--- config.mk ---
export PLATFORM = sky130hd
export DESIGN_NAME = slsf_cordic
export DESIGN_NICKNAME = d
export VERILOG_FILES = /design/src/slsf_pkg.sv /design/src/slsf_cordic.sv
export SDC_FILE = /design/constraint.sdc
export NUM_CORES = 1
export LEC_CHECK = 0
export ABC_AREA = 0
export BUFFER_PORTS_ARGS = -buffer_cell sky130_fd_sc_hd__clkbuf_2
export CAP_MARGIN = 15
export CELL_PAD_IN_SITES_DETAIL_PLACEMENT = 0
export CELL_PAD_IN_SITES_GLOBAL_PLACEMENT = 1
export CORE_ASPECT_RATIO = 0.9
export CORE_MARGIN = 3
export CORE_UTILIZATION = 42
export DETAILED_ROUTE_END_ITERATION = 6
export PLACE_DENSITY_LB_ADDON = 0.1
export RECOVER_POWER = 25
export SLEW_MARGIN = 40
export SYNTH_ARGS = -nofsm -noshare
export SYNTH_HDL_FRONTEND = slang
export SYNTH_SLANG_ARGS = --single-unit
export TNS_END_PERCENT = 50
--- constraint.sdc ---
create_clock -name i_clk -period 12.3 [get_ports i_clk]
set_input_delay 2.46 -clock i_clk [delete_from_list [all_inputs] [get_ports i_clk]]
set_output_delay 2.46 -clock i_clk [all_outputs]
set_load 0.005 [all_outputs]
--- src/slsf_pkg.sv ---
// sinusoid least-squares fit: shared constants, widths and the cordic angle table
// no dependencies
package slsf_pkg;

    localparam int MAX_SAMPLES  = 4096;
    localparam int CORDIC_STEPS = 16;

    localparam int CNT_W     = 13;
    localparam int SUM_W     = 28;
    localparam int SQ_W      = 43;
    localparam int XP_W      = 44;
    localparam int CNT_LIMIT = (MAX_SAMPLES < 8191) ? MAX_SAMPLES : 8191;

    localparam int OP_W      = 48;
    localparam int PROD_W    = 2 * OP_W;
    localparam int MUL_CNT_W = $clog2(OP_W);
    localparam int SHIFT_MAX = 31;
    localparam int DIV_W     = PROD_W + SHIFT_MAX;
    localparam int DIV_CNT_W = $clog2(DIV_W);
    localparam int REM_W     = 64;
    localparam int QUO_W     = 42;

    localparam logic [4:0] SHIFT_GAIN = 5'd31;
    localparam logic [4:0] SHIFT_OFFS = 5'd16;

    localparam logic [QUO_W-1:0] QCAP = QUO_W'(64'd1 << 40);

    typedef logic signed [PROD_W-1:0] t_prod;
    typedef logic signed [OP_W-1:0]   t_oper;

    function automatic logic [29:0] atan_turn(input logic [4:0] idx);
        logic [29:0] v;
        case (idx)
            5'd0:    v = 30'd536870912;
            5'd1:    v = 30'd316933406;
            5'd2:    v = 30'd167458907;
            5'd3:    v = 30'd85004756;
            5'd4:    v = 30'd42667331;
            5'd5:    v = 30'd21354465;
            5'd6:    v = 30'd10679838;
            5'd7:    v = 30'd5340245;
            5'd8:    v = 30'd2670163;
            5'd9:    v = 30'd1335087;
            5'd10:   v = 30'd667544;
            5'd11:   v = 30'd333772;
            5'd12:   v = 30'd166886;
            5'd13:   v = 30'd83443;
            5'd14:   v = 30'd41722;
            5'd15:   v = 30'd20861;
            5'd16:   v = 30'd10430;
            5'd17:   v = 30'd5215;
            5'd18:   v = 30'd2608;
            5'd19:   v = 30'd1304;
            5'd20:   v = 30'd652;
            5'd21:   v = 30'd326;
            5'd22:   v = 30'd163;
            5'd23:   v = 30'd81;
            default: v = 30'd0;
        endcase
        return v;
    endfunction

endpackage

--- src/slsf_cordic.sv ---
// iterative rotation-mode cordic, one micro-rotation per cycle
// depends on slsf_pkg
module slsf_cordic import slsf_pkg::*; (
    input  logic               i_clk,
    input  logic               i_rst_n,
    input  logic               i_start,
    input  logic [31:0]        i_phase,
    output logic               o_done,
    output logic signed [15:0] o_cos,
    output logic signed [15:0] o_sin
);

    logic signed [19:0] r_x, r_y;
    logic signed [33:0] r_z;
    logic [4:0]         r_i;
    logic               r_busy, r_done, r_flip;
    logic [1:0]         quad;
    logic               flip;
    logic [31:0]        ph;
    logic signed [19:0] shx, shy, fx, fy;
    logic signed [33:0] ang;

    assign quad = i_phase[31:30];
    assign flip = (quad == 2'd1) || (quad == 2'd2);
    assign ph   = flip ? (i_phase + 32'h8000_0000) : i_phase;
    assign shx  = r_x >>> r_i;
    assign shy  = r_y >>> r_i;
    assign ang  = signed'({4'b0, atan_turn(r_i)});

    always_ff @(posedge i_clk) begin
        if (!i_rst_n) begin
            r_busy <= 1'b0;
            r_done <= 1'b0;
        end else begin
            r_done <= 1'b0;
            if (i_start) begin
                r_flip <= flip;
                r_z    <= signed'({{2{ph[31]}}, ph});
                r_x    <= 20'sd19898;
                r_y    <= 20'sd0;
                r_i    <= 5'd0;
                r_busy <= 1'b1;
            end else if (r_busy) begin
                if (!r_z[33]) begin
                    r_x <= r_x - shy;
                    r_y <= r_y + shx;
                    r_z <= r_z - ang;
                end else begin
                    r_x <= r_x + shy;
                    r_y <= r_y - shx;
                    r_z <= r_z + ang;
                end
                r_i <= r_i + 5'd1;
                if (r_i == 5'(CORDIC_STEPS - 1)) begin
                    r_busy <= 1'b0;
                    r_done <= 1'b1;
                end
            end
        end
    end

    assign fx = r_flip ? -r_x : r_x;
    assign fy = r_flip ? -r_y : r_y;

    always_comb begin
        if (fx > 20'sd32767)       o_cos = 16'sd32767;
        else if (fx < -20'sd32767) o_cos = -16'sd32767;
        else                       o_cos = fx[15:0];
        if (fy > 20'sd32767)       o_sin = 16'sd32767;
        else if (fy < -20'sd32767) o_sin = -16'sd32767;
        else                       o_sin = fy[15:0];
    end

    assign o_done = r_done;

endmodule

* Word level (Yosys, flattened, before mapping)
Memory sizes are Yosys's and may differ from the RTL's. A register that Yosys moved wholly into a read port is not among the register bits. Index checks and enable logic that the tools add are counted.
Storage, ports and cells: register bits after elaboration 82, latch bits 0, RAM bits 0, bits in read-only memories 960, input port bits 35, output and inout bits 33, word-level logic and storage cells 55, memories kept 1
Memory list:
- (no name shown) | words 32, width 30, read ports 1, clocked after Yosys merged registers in 1, write ports 0, RTL line slsf_pkg.sv:33 | case (idx)
Cells by class: add/sub/neg operators 10, multipliers 0, divide/modulo/power cells 0, magnitude comparators 4, equality and inequality tests 3, shifts and indexed selects 2, muxes and demuxes 21, bitwise gates (word level) 2, reductions and logical operators 5
Operator list (count):
- two-way mux 20 bit | 6
- two-way mux 34 bit | 3
- two-way mux 16 bit | 4
- adder 20 bit | 2
- > comparator 20 x 16 -> 1 bit (second input constant) | 2
- < comparator 20 x 16 -> 1 bit (second input constant) | 2
- negation 20 bit | 2
- >>> shifter 20 x 5 -> 20 bit | 2
- subtractor 20 bit | 2
- adder 34 x 31 -> 34 bit | 1
- subtractor 34 x 31 -> 34 bit | 1
- adder 32 bit (second input constant) | 1
- two-way mux 32 bit | 1
- two-way mux 5 bit | 3
- adder 5 x 1 -> 5 bit (second input constant) | 1
- equality test 5 x 4 -> 1 bit (second input constant) | 1
- two-way mux 1 bit | 4
- AND reduction 2 bit | 2
- OR reduction 3 bit | 1
- equality test 2 x 1 -> 1 bit (second input constant) | 1
- equality test 2 bit (second input constant) | 1
- inverter 1 bit | 2
- nonzero test 2 bit | 1
- logical OR 1 bit | 1

* Longest topological paths before layout
Gate-level depths: netlist (run 1).
depth after elaboration 5, mapped depth 22

* Worst setup path before layout (run 1)
No wires, ideal clock.
path kind reg2out, start point register r_y[5], end point output port o_sin[0], arrival time 3321 ps, data required time 9840 ps, setup slack 6519 ps, cell stages (with the launch flop) 13, cells stage by stage edfxtp_1 -> buf_6 -> or4_4 -> or4_4 -> or4_4 -> buf_6 -> nand2b_4 -> o31ai_4 -> xnor2_1 -> a21boi_4 -> o21bai_4 -> buf_6 -> nand3b_1
On the way: cells in the longest elaborated chain, start to end 5
Ends and longest elaborated chain:
- from (decl) | RTL line slsf_cordic.sv:13 | logic signed [19:0] r_x, r_y;
- from (signal assigned) | RTL line slsf_cordic.sv:46 | r_y <= r_y + shx;
- from (signal assigned) | RTL line slsf_cordic.sv:50 | r_y <= r_y - shx;
- negation 20 bit | RTL line slsf_cordic.sv:63 | assign fy = r_flip ? -r_y : r_y;
- two-way mux 20 bit (*) | RTL line slsf_cordic.sv:63
- < comparator 20 x 16 -> 1 bit | RTL line slsf_cordic.sv:70 | else if (fy < -20'sd32767) o_sin = -16'sd32767;
- two-way mux 16 bit | RTL line slsf_cordic.sv:70
- two-way mux 16 bit (*) | RTL line slsf_cordic.sv:69 | if (fy > 20'sd32767) o_sin = 16'sd32767;
- to (decl) | RTL line slsf_cordic.sv:10 | output logic signed [15:0] o_sin
Mark *: on every way between the ends. The rest lies on a longest branch, timed or not.

* Worst setup path in the final report (run 1)
start point input port i_start, end point register ang[4] (netlist name)
On the way: cells in the longest elaborated chain, start to end 3
Ends and longest elaborated chain:
- from (decl) | RTL line slsf_cordic.sv:6 | input logic i_start,
- nonzero test 2 bit (no source line)
- AND reduction 2 bit (no source line)
- two-way mux 5 bit (no source line) (*)
Marked as above. A chain may end at the register's enable or synchronous reset.

==> flow_summary.json, run 1 <==
{
  "rsz0062_at_grt": "no",
  "syn_inst": 1585,
  "worstSetupStartpointType": "primary input",
  "clock_latency_ns": 0.37,
  "path_cells": "clkbuf_1, clkbuf_1, nor3_1, a21o_1, nor2_1, a22oi_1, o311ai_0, o21ai_0",
  "period_needed_ns": 7.28,
  "drtAntennaViolNets": 0,
  "synth_xor_area_frac": 0.0994,
  "syn_area_um2": 13200,
  "post_drt_wl_per_cell_um": 19.5,
  "hold_viol": 0,
  "wl_um": 38600,
  "r2r_slack_ns": 5.98,
  "hold_depth": 2,
  "slew_violations": 141,
  "clockRootBuffer": "clkbuf_16",
  "synth_warnings": 0,
  "slowest_delay_ns": 2.22,
  "synth_ff_type": "edfxtp_1",
  "dp_slack_ns": 5.95,
  "finalSetupViolCount": 0,
  "ys_top_cells_by_area": "edfxtp_1 18%, ha_1 8.2%, mux4_2 7.3%",
  "path_clk_slew_ns": 0.09,
  "crit_top_cell": "clkbuf_1",
  "io_pins": 68,
  "routed_via_density": 6.02,
  "violations": "max-capacitance violations, max-slew violations",
  "async_reset_ff_frac": 0,
  "cts_hold_buffers": 0,
  "grt_pass1_wl_um": 62900,
  "tightest_slew_ns": 3.02,
  "cp_top_family": "buffers and inverters",
  "cts_setup_buffers": 0,
  "arrival_ns": 7.47,
  "htreeDepth": 3,
  "synth_compound_area_frac": 0.235,
  "ys_seq_area_frac": 0.230,
  "p_leak_nw": 5.53,
  "crit_slowest_cell": "clkbuf_1",
  "min_from": "r_z[0]$_DFFE_PP_",
  "layout_setup_ws_ns": 5.02,
  "ys_types": 82,
  "track_usage": 0.231,
  "area_growth_pct": 6.11,
  "slew_headroom": -1.01,
  "min_to": "r_z[0]$_DFFE_PP_",
  "end_kind": "flip-flop",
  "syn_avg_cell_area_um2": 8.34,
  "io_buffers": 67,
  "synth_top_family_by_area": "compound AO/OA/AOI/OAI gates",
  "synth_fp_nets": 1710,
  "synth_edf_count": 80,
  "synthMuxAreaShare": 0.124,
  "finalClockSkew_ns": 0.0141,
  "dr_total_vias": 11900,
  "r2r_cells": 17,
  "firstDrtPassIters": 5,
  "fp.dieH_um": 174,
  "cts_sinks": 112,
  "row_count": 60,
  "fin_setup_tns_ns": 0,
  "fin_crit_sh": 0.592,
  "diodes": 0,
  "drive_gt1_frac": 0.118,
  "fin_nets": 1698,
  "dieArea_um2": 33600,
  "synthSimpleGateAreaFrac": 0.175,
  "clock_path_buffers": 2,
  "drc": 0,
  "die_w_um": 193,
  "drtIter0Drc": 1194,
  "cp_max_fo": 64,
  "r2r-start": "r_i[2]$_SDFFCE_PP0P_",
  "powerDensity_nw_per_um2": 186,
  "required_ns": 12.49,
  "cap_violations": 3,
  "fmax_mhz": 137,
  "grt_pass1_vias": 11300,
  "synth_fa_ha_area_frac": 0.0869,
  "rr_endpoint": "r_x[18]$_SDFFCE_PP0P_",
  "path_buf_inv": 2,
  "yosys.area.top_type": "edfxtp_1",
  "globalplace.congestion": 0.913,
  "initial_core_util": 0.435,
  "grt_max_degree": 65,
  "critical_path_class": "in2reg",
  "core_area_um2": 30400,
  "grt_overflow": 0,
  "cts_buffers": 9,
  "irDropWorstVdd_v": 0.000105,
  "ys_ff_latch": 112,
  "hold_path.class": "reg2reg",
  "hpwlAfterDp_um": 28500,
  "cts_tree": "yes",
  "status": "complete, but fails checks",
  "yosysTopAreaCellShare": 0.182,
  "cts_resized": 0,
  "antenna_found_initial": 0
}
[cells in the mapped netlist (all sizes together), types with 20 or more instances]
| master | instances |
|---|---|
| a21o | 31 |
| a21oi | 116 |
| a31oi | 26 |
| buf | 32 |
| clkbuf | 76 |
| dfxtp | 32 |
| edfxtp | 80 |
| ha | 87 |
| inv | 49 |
| mux2i | 45 |
| mux4 | 43 |
| nand2 | 129 |
| nand3 | 26 |
| nor2 | 152 |
| nor3 | 39 |
| o21ai | 141 |
| o31ai | 20 |
| xnor2 | 59 |
| xor2 | 91 |
[layout by cell type, fill, tap and decap left out, types with 9 or more instances in the layout]
| cell type | count |
|---|---|
| a211oi_1 | 17 |
| a21o_1 | 31 |
| a21oi_1 | 116 |
| a22oi_1 | 11 |
| a31oi_1 | 25 |
| and2_1 | 9 |
| and3_1 | 11 |
| buf_4 | 16 |
| clkbuf_16 | 9 |
| clkbuf_2 | 65 |
| dfxtp_1 | 32 |
| edfxtp_1 | 80 |
| ha_1 | 87 |
| inv_1 | 48 |
| mux2_2 | 19 |
| mux2i_1 | 45 |
| mux4_2 | 43 |
| nand2_1 | 129 |
| nand2b_1 | 16 |
| nand3_1 | 26 |
| nand4_1 | 12 |
| nor2_1 | 152 |
| nor2b_1 | 19 |
| nor3_1 | 39 |
| o211ai_1 | 14 |
| o21a_1 | 19 |
| o21ai_0 | 130 |
| o21ai_1 | 11 |
| o22ai_1 | 10 |
| o31ai_1 | 19 |
| o41ai_1 | 10 |
| or2_2 | 10 |
| or3_1 | 11 |
| xnor2_1 | 59 |
| xor2_1 | 91 |
[cell families after synthesis]
logic type / after synthesis
AOI/OAI and AO/OA: 488
xor gates and xnor gates: 150
adders and majority gates: 90
buffers and inverters: 158
DFF: 112
muxes: 107
and+or+nand+nor: 480
[registers in the layout, summed over array words and instances, names as in the netlist]
| name | count |
|---|---|
| r_z | 34 |
| r_y | 20 |
| o_done | 1 |
| ang | 30 |
| r_x | 20 |
| r_flip | 1 |
| r_busy | 1 |
| r_i | 5 |
[metrics by stage]
step / hold WS (ns) / instances / total power (W) / cell area, um2 / util
floorplan: 0.600 / 1585 / 0.00189 / 13200 / -
global placement: 0.661 / 1965 / 0.00227 / 13700 / 0.452
detailed placement: 0.673 / 1965 / 0.00228 / 13700 / 0.452
CTS: 0.695 / 1981 / 0.00261 / 14000 / 0.461
global route: 0.723 / 1981 / 0.00285 / 14000 / 0.461
finish: 0.687 / 1981 / 0.00261 / 14000 / 0.461
[worst max-delay path by stage]
| stage | slack (ns) | endpoint | from | cells past startpoint |
|---|---|---|---|---|
| after floorplan | 6.52 | o_sin[0] | r_y[5]$_SDFFCE_PP0P_ | 12 |
| after global placement | 5.94 | o_cos[0] | r_x[10]$_SDFFCE_PP1P_ | 10 |
| after detailed placement | 5.95 | o_cos[8] | r_x[5]$_SDFFCE_PP1P_ | 10 |
| after CTS | 5.53 | o_cos[8] | r_x[6]$_SDFFCE_PP0P_ | 10 |
| after global routing | 4.40 | ang[4]$_DFF_P_ | i_start | 8 |
| final | 5.02 | ang[4]$_DFF_P_ | i_start | 8 |
[metal layers]
| layer | up-vias | routed length (um) | GRT usage |
|---|---|---|---|
| met5 | - | 0 | 0 |
| met4 | 0 | 259 | 0.0334 |
| met3 | 20 | 2500 | 0.0329 |
| met2 | 313 | 16000 | 0.331 |
| met1 | 5703 | 19800 | 0.371 |
| li1 | 5890 | - | - |
[worst register-to-register path, stage by stage (launching register included)]
cell,delay (ns)
edfxtp_1,0.38
buf_4,0.33
nor3_1,0.73
mux2_2,0.43
mux4_2,0.52
a211oi_1,0.45
nor3b_2,0.53
nor2_1,0.10
xnor2_1,0.15
ha_1,0.22
nor3_1,0.37
o21ai_0,0.16
a21oi_1,0.37
o211a_1,0.29
a2111oi_0,0.15
a211o_1,0.30
o31ai_1,0.24
mux2_2,0.36
[power breakdown]
| part | switching [W] | internal (W) |
|---|---|---|
| Sequential | 0.000151 | 0.000519 |
| Combinational | 0.000915 | 0.000717 |
| Clock | 0.000159 | 0.000147 |
[area by class of cell]
type / instances / area, um2
fill: 3054 / 16400
multi-input combinational: 1315 / 9530
sequential: 112 / 3040
clock buffer: 10 / 239
inverter: 50 / 189
timing repair buffer: 85 / 460
tap: 403 / 504
clock inverter: 6 / 50.0
No activity file was read; power rests on OpenSTA's default activity.
==> inputs of run 2 (changes only) <==
==> constraint.sdc (replaced) <==
create_clock -name i_clk -period 6.2 [get_ports i_clk]
set_input_delay 1.24 -clock i_clk [delete_from_list [all_inputs] [get_ports i_clk]]
set_output_delay 1.24 -clock i_clk [all_outputs]
set_load 0.005 [all_outputs]
==> run 2 against run 1 <==
Clock-buffer cell count shrank 1. Power increased by 100%. Sequential power is 100% higher. Worst setup slack got worse by 4.5 ns. Clock power is 97% higher. Flip-flop and latch count did not move. Critical path depth up 10. Non-clock buffer count increased by 36. Combinational power grew 100%. The run still ends with max-capacitance violations, max-slew violations left.
==> flow_summary.json, run 2 (synthesized netlist as in run 1, its figures left out) <==
{
  "mostFrequentLayoutCell": "nor2_1",
  "die_w_um": 193,
  "drtIter0Drc": 1019,
  "core_area_um2": 30400,
  "largest_reg_flops": 34,
  "wl_um": 40000,
  "fmax_mhz": 177,
  "tightest_slew_ns": 2.95,
  "drtAntennaViolNets": 0,
  "mostFrequentLayoutCells": "152 x nor2_1, 131 x o21ai_0, 129 x nand2_1",
  "firstDrtPassIters": 5,
  "io_buffers": 67,
  "status": "complete, but fails checks",
  "critical_path_class": "reg2reg",
  "finalSetupViolCount": 0,
  "hpwlAfterDp_um": 30100,
  "dr_total_vias": 12100,
  "routed_via_density": 5.97,
  "p_leak_nw": 5.70,
  "clock_path_buffers": 2,
  "slew_headroom": -0.969,
  "fin_crit_sh": 0.911,
  "track_usage": 0.238,
  "globalplace.congestion": 0.919,
  "hold_path.class": "reg2reg",
  "placed_cell_area_um2": 14000,
  "path_clk_slew_ns": 0.08,
  "powerDensity_nw_per_um2": 366,
  "postLayoutCellArea_um2": 14300,
  "area_growth_pct": 8.22,
  "grt_pass1_wl_um": 63800,
  "initial_core_util": 0.435,
  "grt_pass1_vias": 11300,
  "dp_slack_ns": 0.485,
  "dieArea_um2": 33600,
  "cts_buffers": 9,
  "required_ns": 6.33,
  "clock_latency_ns": 0.38,
  "io_pins": 68,
  "row_count": 60,
  "worstSetupStartpointType": "flip-flop",
  "cts_tree": "yes",
  "drc": 0,
  "regMostFlops": "r_z",
  "fin_setup_tns_ns": 0,
  "clockRootBuffer": "clkbuf_16",
  "fp.dieH_um": 174,
  "end_kind": "flip-flop",
  "grt_overflow": 0,
  "drive_gt1_frac": 0.136,
  "finalClockSkew_ns": 0.00881,
  "nFillCells": 3008,
  "cp_max_fo": 15,
  "fin_nets": 1734,
  "cap_violations": 2,
  "antenna_found_initial": 0,
  "grt_max_degree": 72,
  "cts_sinks": 112,
  "violations": "max-capacitance violations, max-slew violations",
  "rsz0062_at_grt": "no",
  "post_drt_wl_per_cell_um": 19.8,
  "arrival_ns": 5.78,
  "utilization": 0.470,
  "multi_input_area_um2": 9530,
  "period_needed_ns": 5.65,
  "layout_setup_ws_ns": 0.551,
  "htreeDepth": 3,
  "ff_latch_area_um2": 3040,
  "irDropWorstVdd_v": 0.000214,
  "hold_viol": 0,
  "slew_violations": 107
}
-- run 2: cell count changes in the layout (fill, tap and decap cells not counted), sizes merged --
cell	change
inv	+1
clkbuf	+2
buf	+33
diode	+1
-- run 2: what timing repair did --
action | 4_1_cts | 5_1_grt
buffers inserted | 0 | 2
endpoints found under the setup margin | 0 | 2
gates resized for setup | 0 | 0
hold buffers | 0 | 0
-- run 2: layout make-up --
| type | count | area share |
|---|---|---|
| clock inverter | 7 | 0.00420 |
| tap | 403 | 0.0353 |
| clock buffer | 9 | 0.0158 |
| antenna | 1 | 0.000175 |
| inverter | 50 | 0.0132 |
| sequential | 112 | 0.213 |
| multi-input combinational | 1315 | 0.666 |
| timing repair buffer | 121 | 0.0522 |
-- run 2: per-stage QoR --
stage               cells  total power [W]  hold slack [ns]
floorplan            1585          0.00375            0.600
global placement     1999          0.00458            0.664
detailed placement   1999          0.00460            0.666
CTS                  2015          0.00524            0.685
global route         2017          0.00571            0.718
finish               2018          0.00524            0.691
-- run 2: routing by layer --
metal / share of wire / vias to the layer above / global-route usage
li1: - / 5964 / -
met1: 0.51 / 5690 / 0.376
met2: 0.40 / 359 / 0.331
met3: 0.071 / 37 / 0.0502
met4: 0.015 / 0 / 0.0473
met5: 0 / - / 0
-- run 2: report_power, final --
| group | total (W) | internal [W] | switching (W) |
|---|---|---|---|
| Sequential | 0.00134 | 0.00103 | 0.000306 |
| Combinational | 0.00330 | 0.00147 | 0.00183 |
| Clock | 0.000604 | 0.000282 | 0.000322 |
| Total | 0.00524 | 0.00278 | 0.00245 |
-- run 2: worst paths after layout --
path	start	end	slack [ns]	cells after the start
max	r_i[2]$_SDFFCE_PP0P_	r_x[18]$_SDFFCE_PP0P_	0.55	18
min	r_busy$_SDFF_PN0_	o_done$_SDFF_PP0_	0.69	2
max reg2reg	r_i[2]$_SDFFCE_PP0P_	r_x[18]$_SDFFCE_PP0P_	0.55	18
min reg2reg	r_busy$_SDFF_PN0_	o_done$_SDFF_PP0_	0.69	2
-- run 2: worst max-delay path: stages (launching register included) --
cell       delay (ns)
edfxtp_1         0.62
buf_4            0.31
or2_2            0.32
o22ai_1          0.31
nor3_1           0.09
a211oi_1         0.50
ha_1             0.32
nor2_1           0.08
a21oi_1          0.08
fa_1             0.47
a21o_1           0.18
a21oi_1          0.28
o21ai_0          0.15
a21oi_1          0.32
o211a_1          0.28
a2111oi_0        0.16
a211o_1          0.30
o31ai_1          0.25
mux2_2           0.36
==> inputs of run 3 (changes only) <==
--- a/config.mk
+++ b/config.mk
@@ -8,11 +8,11 @@
 export ABC_AREA = 0
 export BUFFER_PORTS_ARGS = -buffer_cell sky130_fd_sc_hd__clkbuf_2
 export CAP_MARGIN = 15
-export CELL_PAD_IN_SITES_DETAIL_PLACEMENT = 0
-export CELL_PAD_IN_SITES_GLOBAL_PLACEMENT = 1
+export CELL_PAD_IN_SITES_DETAIL_PLACEMENT = 2
+export CELL_PAD_IN_SITES_GLOBAL_PLACEMENT = 2
 export CORE_ASPECT_RATIO = 0.9
 export CORE_MARGIN = 3
-export CORE_UTILIZATION = 42
+export CORE_UTILIZATION = 35
 export DETAILED_ROUTE_END_ITERATION = 6
 export PLACE_DENSITY_LB_ADDON = 0.1
 export RECOVER_POWER = 25
==> run 3 against run 2 <==
The flow still finishes with violations (max-capacitance violations, max-slew violations). Critical path depth increased by 2. Non-clock buffer count stayed put. Clock skew increased by 0.0053 ns. First-iteration DRC count shrank 31%. Wire length increased by 23%. Clock-buffer cell count did not move. Cell count increased by 3.6%. Clock power up 3%. Power grew 3.9%. Design area rose by 0.72%. Register-to-register slack worse by 0.09 ns. Via count is 4.7% higher.
==> flow_summary.json, run 3 (synthesized netlist as in run 1, its figures left out) <==
{
  "fmax_mhz": 174,
  "htreeDepth": 3,
  "cp_max_fo": 28,
  "hpwlAfterDp_um": 36700,
  "layout_setup_ws_ns": 0.463,
  "dr_total_vias": 12600,
  "irDropWorstVdd_v": 0.000200,
  "fin_nets": 1734,
  "largest_reg_flops": 34,
  "drive_gt1_frac": 0.138,
  "worstSetupStartpointType": "flip-flop",
  "grt_pass1_vias": 13000,
  "finalSetupViolCount": 0,
  "grt_max_degree": 70,
  "antenna_found_initial": 0,
  "rsz0062_at_grt": "no",
  "layoutNonFillerInstCount": 2090,
  "hold_path.class": "reg2reg",
  "mostFrequentLayoutCells": "152 x nor2_1, 131 x o21ai_0, 129 x nand2_1",
  "clock_path_buffers": 2,
  "die_w_um": 211,
  "drtIter0Drc": 707,
  "cts_sinks": 112,
  "slowest_delay_ns": 0.58,
  "mostFrequentLayoutCell": "nor2_1",
  "initial_core_util": 0.360,
  "grt_pass1_wl_um": 77200,
  "area_growth_pct": 9.00,
  "finalClockSkew_ns": 0.0141,
  "required_ns": 6.27,
  "path_cells": "buf_4, buf_12, mux4_2, mux2i_1, nand3_1, a21boi_0, nand4_1, o21ai_0, xor2_1, a21o_1, ha_1, and3_1, o2111a_1, o41ai_1, a31oi_1, a21o_1, a31oi_1, o21ai_0, xnor2_1, nor2_1",
  "clock_latency_ns": 0.39,
  "drc": 0,
  "powerDensity_nw_per_um2": 378,
  "critical_path_class": "reg2reg",
  "wl_um": 49100,
  "track_usage": 0.243,
  "core_area_um2": 36700,
  "slew_headroom": -0.526,
  "globalplace.congestion": 0.879,
  "period_needed_ns": 5.74,
  "path_buf_inv": 2,
  "cts_tree": "yes",
  "io_pins": 68,
  "utilization": 0.393,
  "p_leak_nw": 5.71,
  "regMostFlops": "r_z",
  "cap_violations": 3,
  "dp_cells": 2069,
  "slew_violations": 147,
  "io_buffers": 67,
  "drtAntennaViolNets": 0,
  "total_power_w": 0.00544,
  "violations": "max-capacitance violations, max-slew violations",
  "row_count": 66,
  "grt_overflow": 0,
  "nFillCells": 4226,
  "cts_buffers": 9,
  "dieArea_um2": 40100,
  "end_kind": "flip-flop",
  "dp_slack_ns": 0.372,
  "diodes": 0,
  "tightest_slew_ns": 2.29,
  "cp_top_family": "compound AO/OA/AOI/OAI gates",
  "status": "complete, but fails checks",
  "fin_setup_tns_ns": 0,
  "routed_via_density": 6.04,
  "fin_crit_sh": 0.925,
  "clockRootBuffer": "clkbuf_16",
  "path_clk_slew_ns": 0.09,
  "fp.dieH_um": 190,
  "post_drt_wl_per_cell_um": 23.5,
  "crit_slowest_cell": "edfxtp_1",
  "hold_viol": 0,
  "cts_hold_buffers": 0,
  "firstDrtPassIters": 5,
  "arrival_ns": 5.81
}
run 3: final cells by class:
| type | instances | area (um2) | share of cell area |
|---|---|---|---|
| clock buffer | 9 | 225 | 0.0156 |
| clock inverter | 7 | 52.6 | 0.00365 |
| inverter | 50 | 189 | 0.0131 |
| multi-input combinational | 1315 | 9530 | 0.662 |
| sequential | 112 | 3040 | 0.211 |
| tap | 476 | 596 | 0.0414 |
| timing repair buffer | 121 | 762 | 0.0529 |
run 3: metal layers:
layer	share of wire	wire, um	vias to the layer above	track usage
met3	0.042	2070	31	0.0321
met2	0.45	22000	223	0.386
met5	0	0	-	0
met4	0.011	531	0	0.0438
met1	0.50	24500	6423	0.358
li1	-	-	5945	-
run 3: path summary, 6_finish.rpt:
path | cells after the start | slack, ns | startpoint | end
max | 20 | 0.46 | r_i[0]$_SDFFCE_PP0P_ | r_y[19]$_SDFFCE_PP0P_
min | 2 | 0.71 | r_z[0]$_DFFE_PP_ | r_z[0]$_DFFE_PP_
max reg2reg | 20 | 0.46 | r_i[0]$_SDFFCE_PP0P_ | r_y[19]$_SDFFCE_PP0P_
min reg2reg | 2 | 0.71 | r_z[0]$_DFFE_PP_ | r_z[0]$_DFFE_PP_
run 3: repair_timing:
action,CTS,global route
gates resized for setup,0,0
endpoints found under the setup margin,0,2
buffers inserted,0,5
hold endpoints to repair,0,0
run 3: power breakdown:
part           total, W  switching [W]  internal, W
clock network  0.000620       0.000341     0.000279
logic           0.00345        0.00198      0.00148
registers       0.00136       0.000334      0.00103
run 3: metrics by stage:
step,cell area (um2),hold slack (ns)
2_1_floorplan,13200,0.600
3_3_place_gp,14100,0.666
3_5_place_dp,14100,0.693
4_1_cts,14400,0.717
5_1_grt,14400,0.728
6_report,14400,0.713
run 3: worst reg2reg max path: cells and delay by family (launching register included):
kind | cells | cell delay (ns)
and+or+nand+nor | 4 | 0.70
adders and majority gates | 1 | 0.36
DFF | 1 | 0.58
AOI/OAI and AO/OA | 9 | 2.09
muxes | 2 | 1.02
xor gates and xnor gates | 2 | 0.24
buffers and inverters | 2 | 0.42
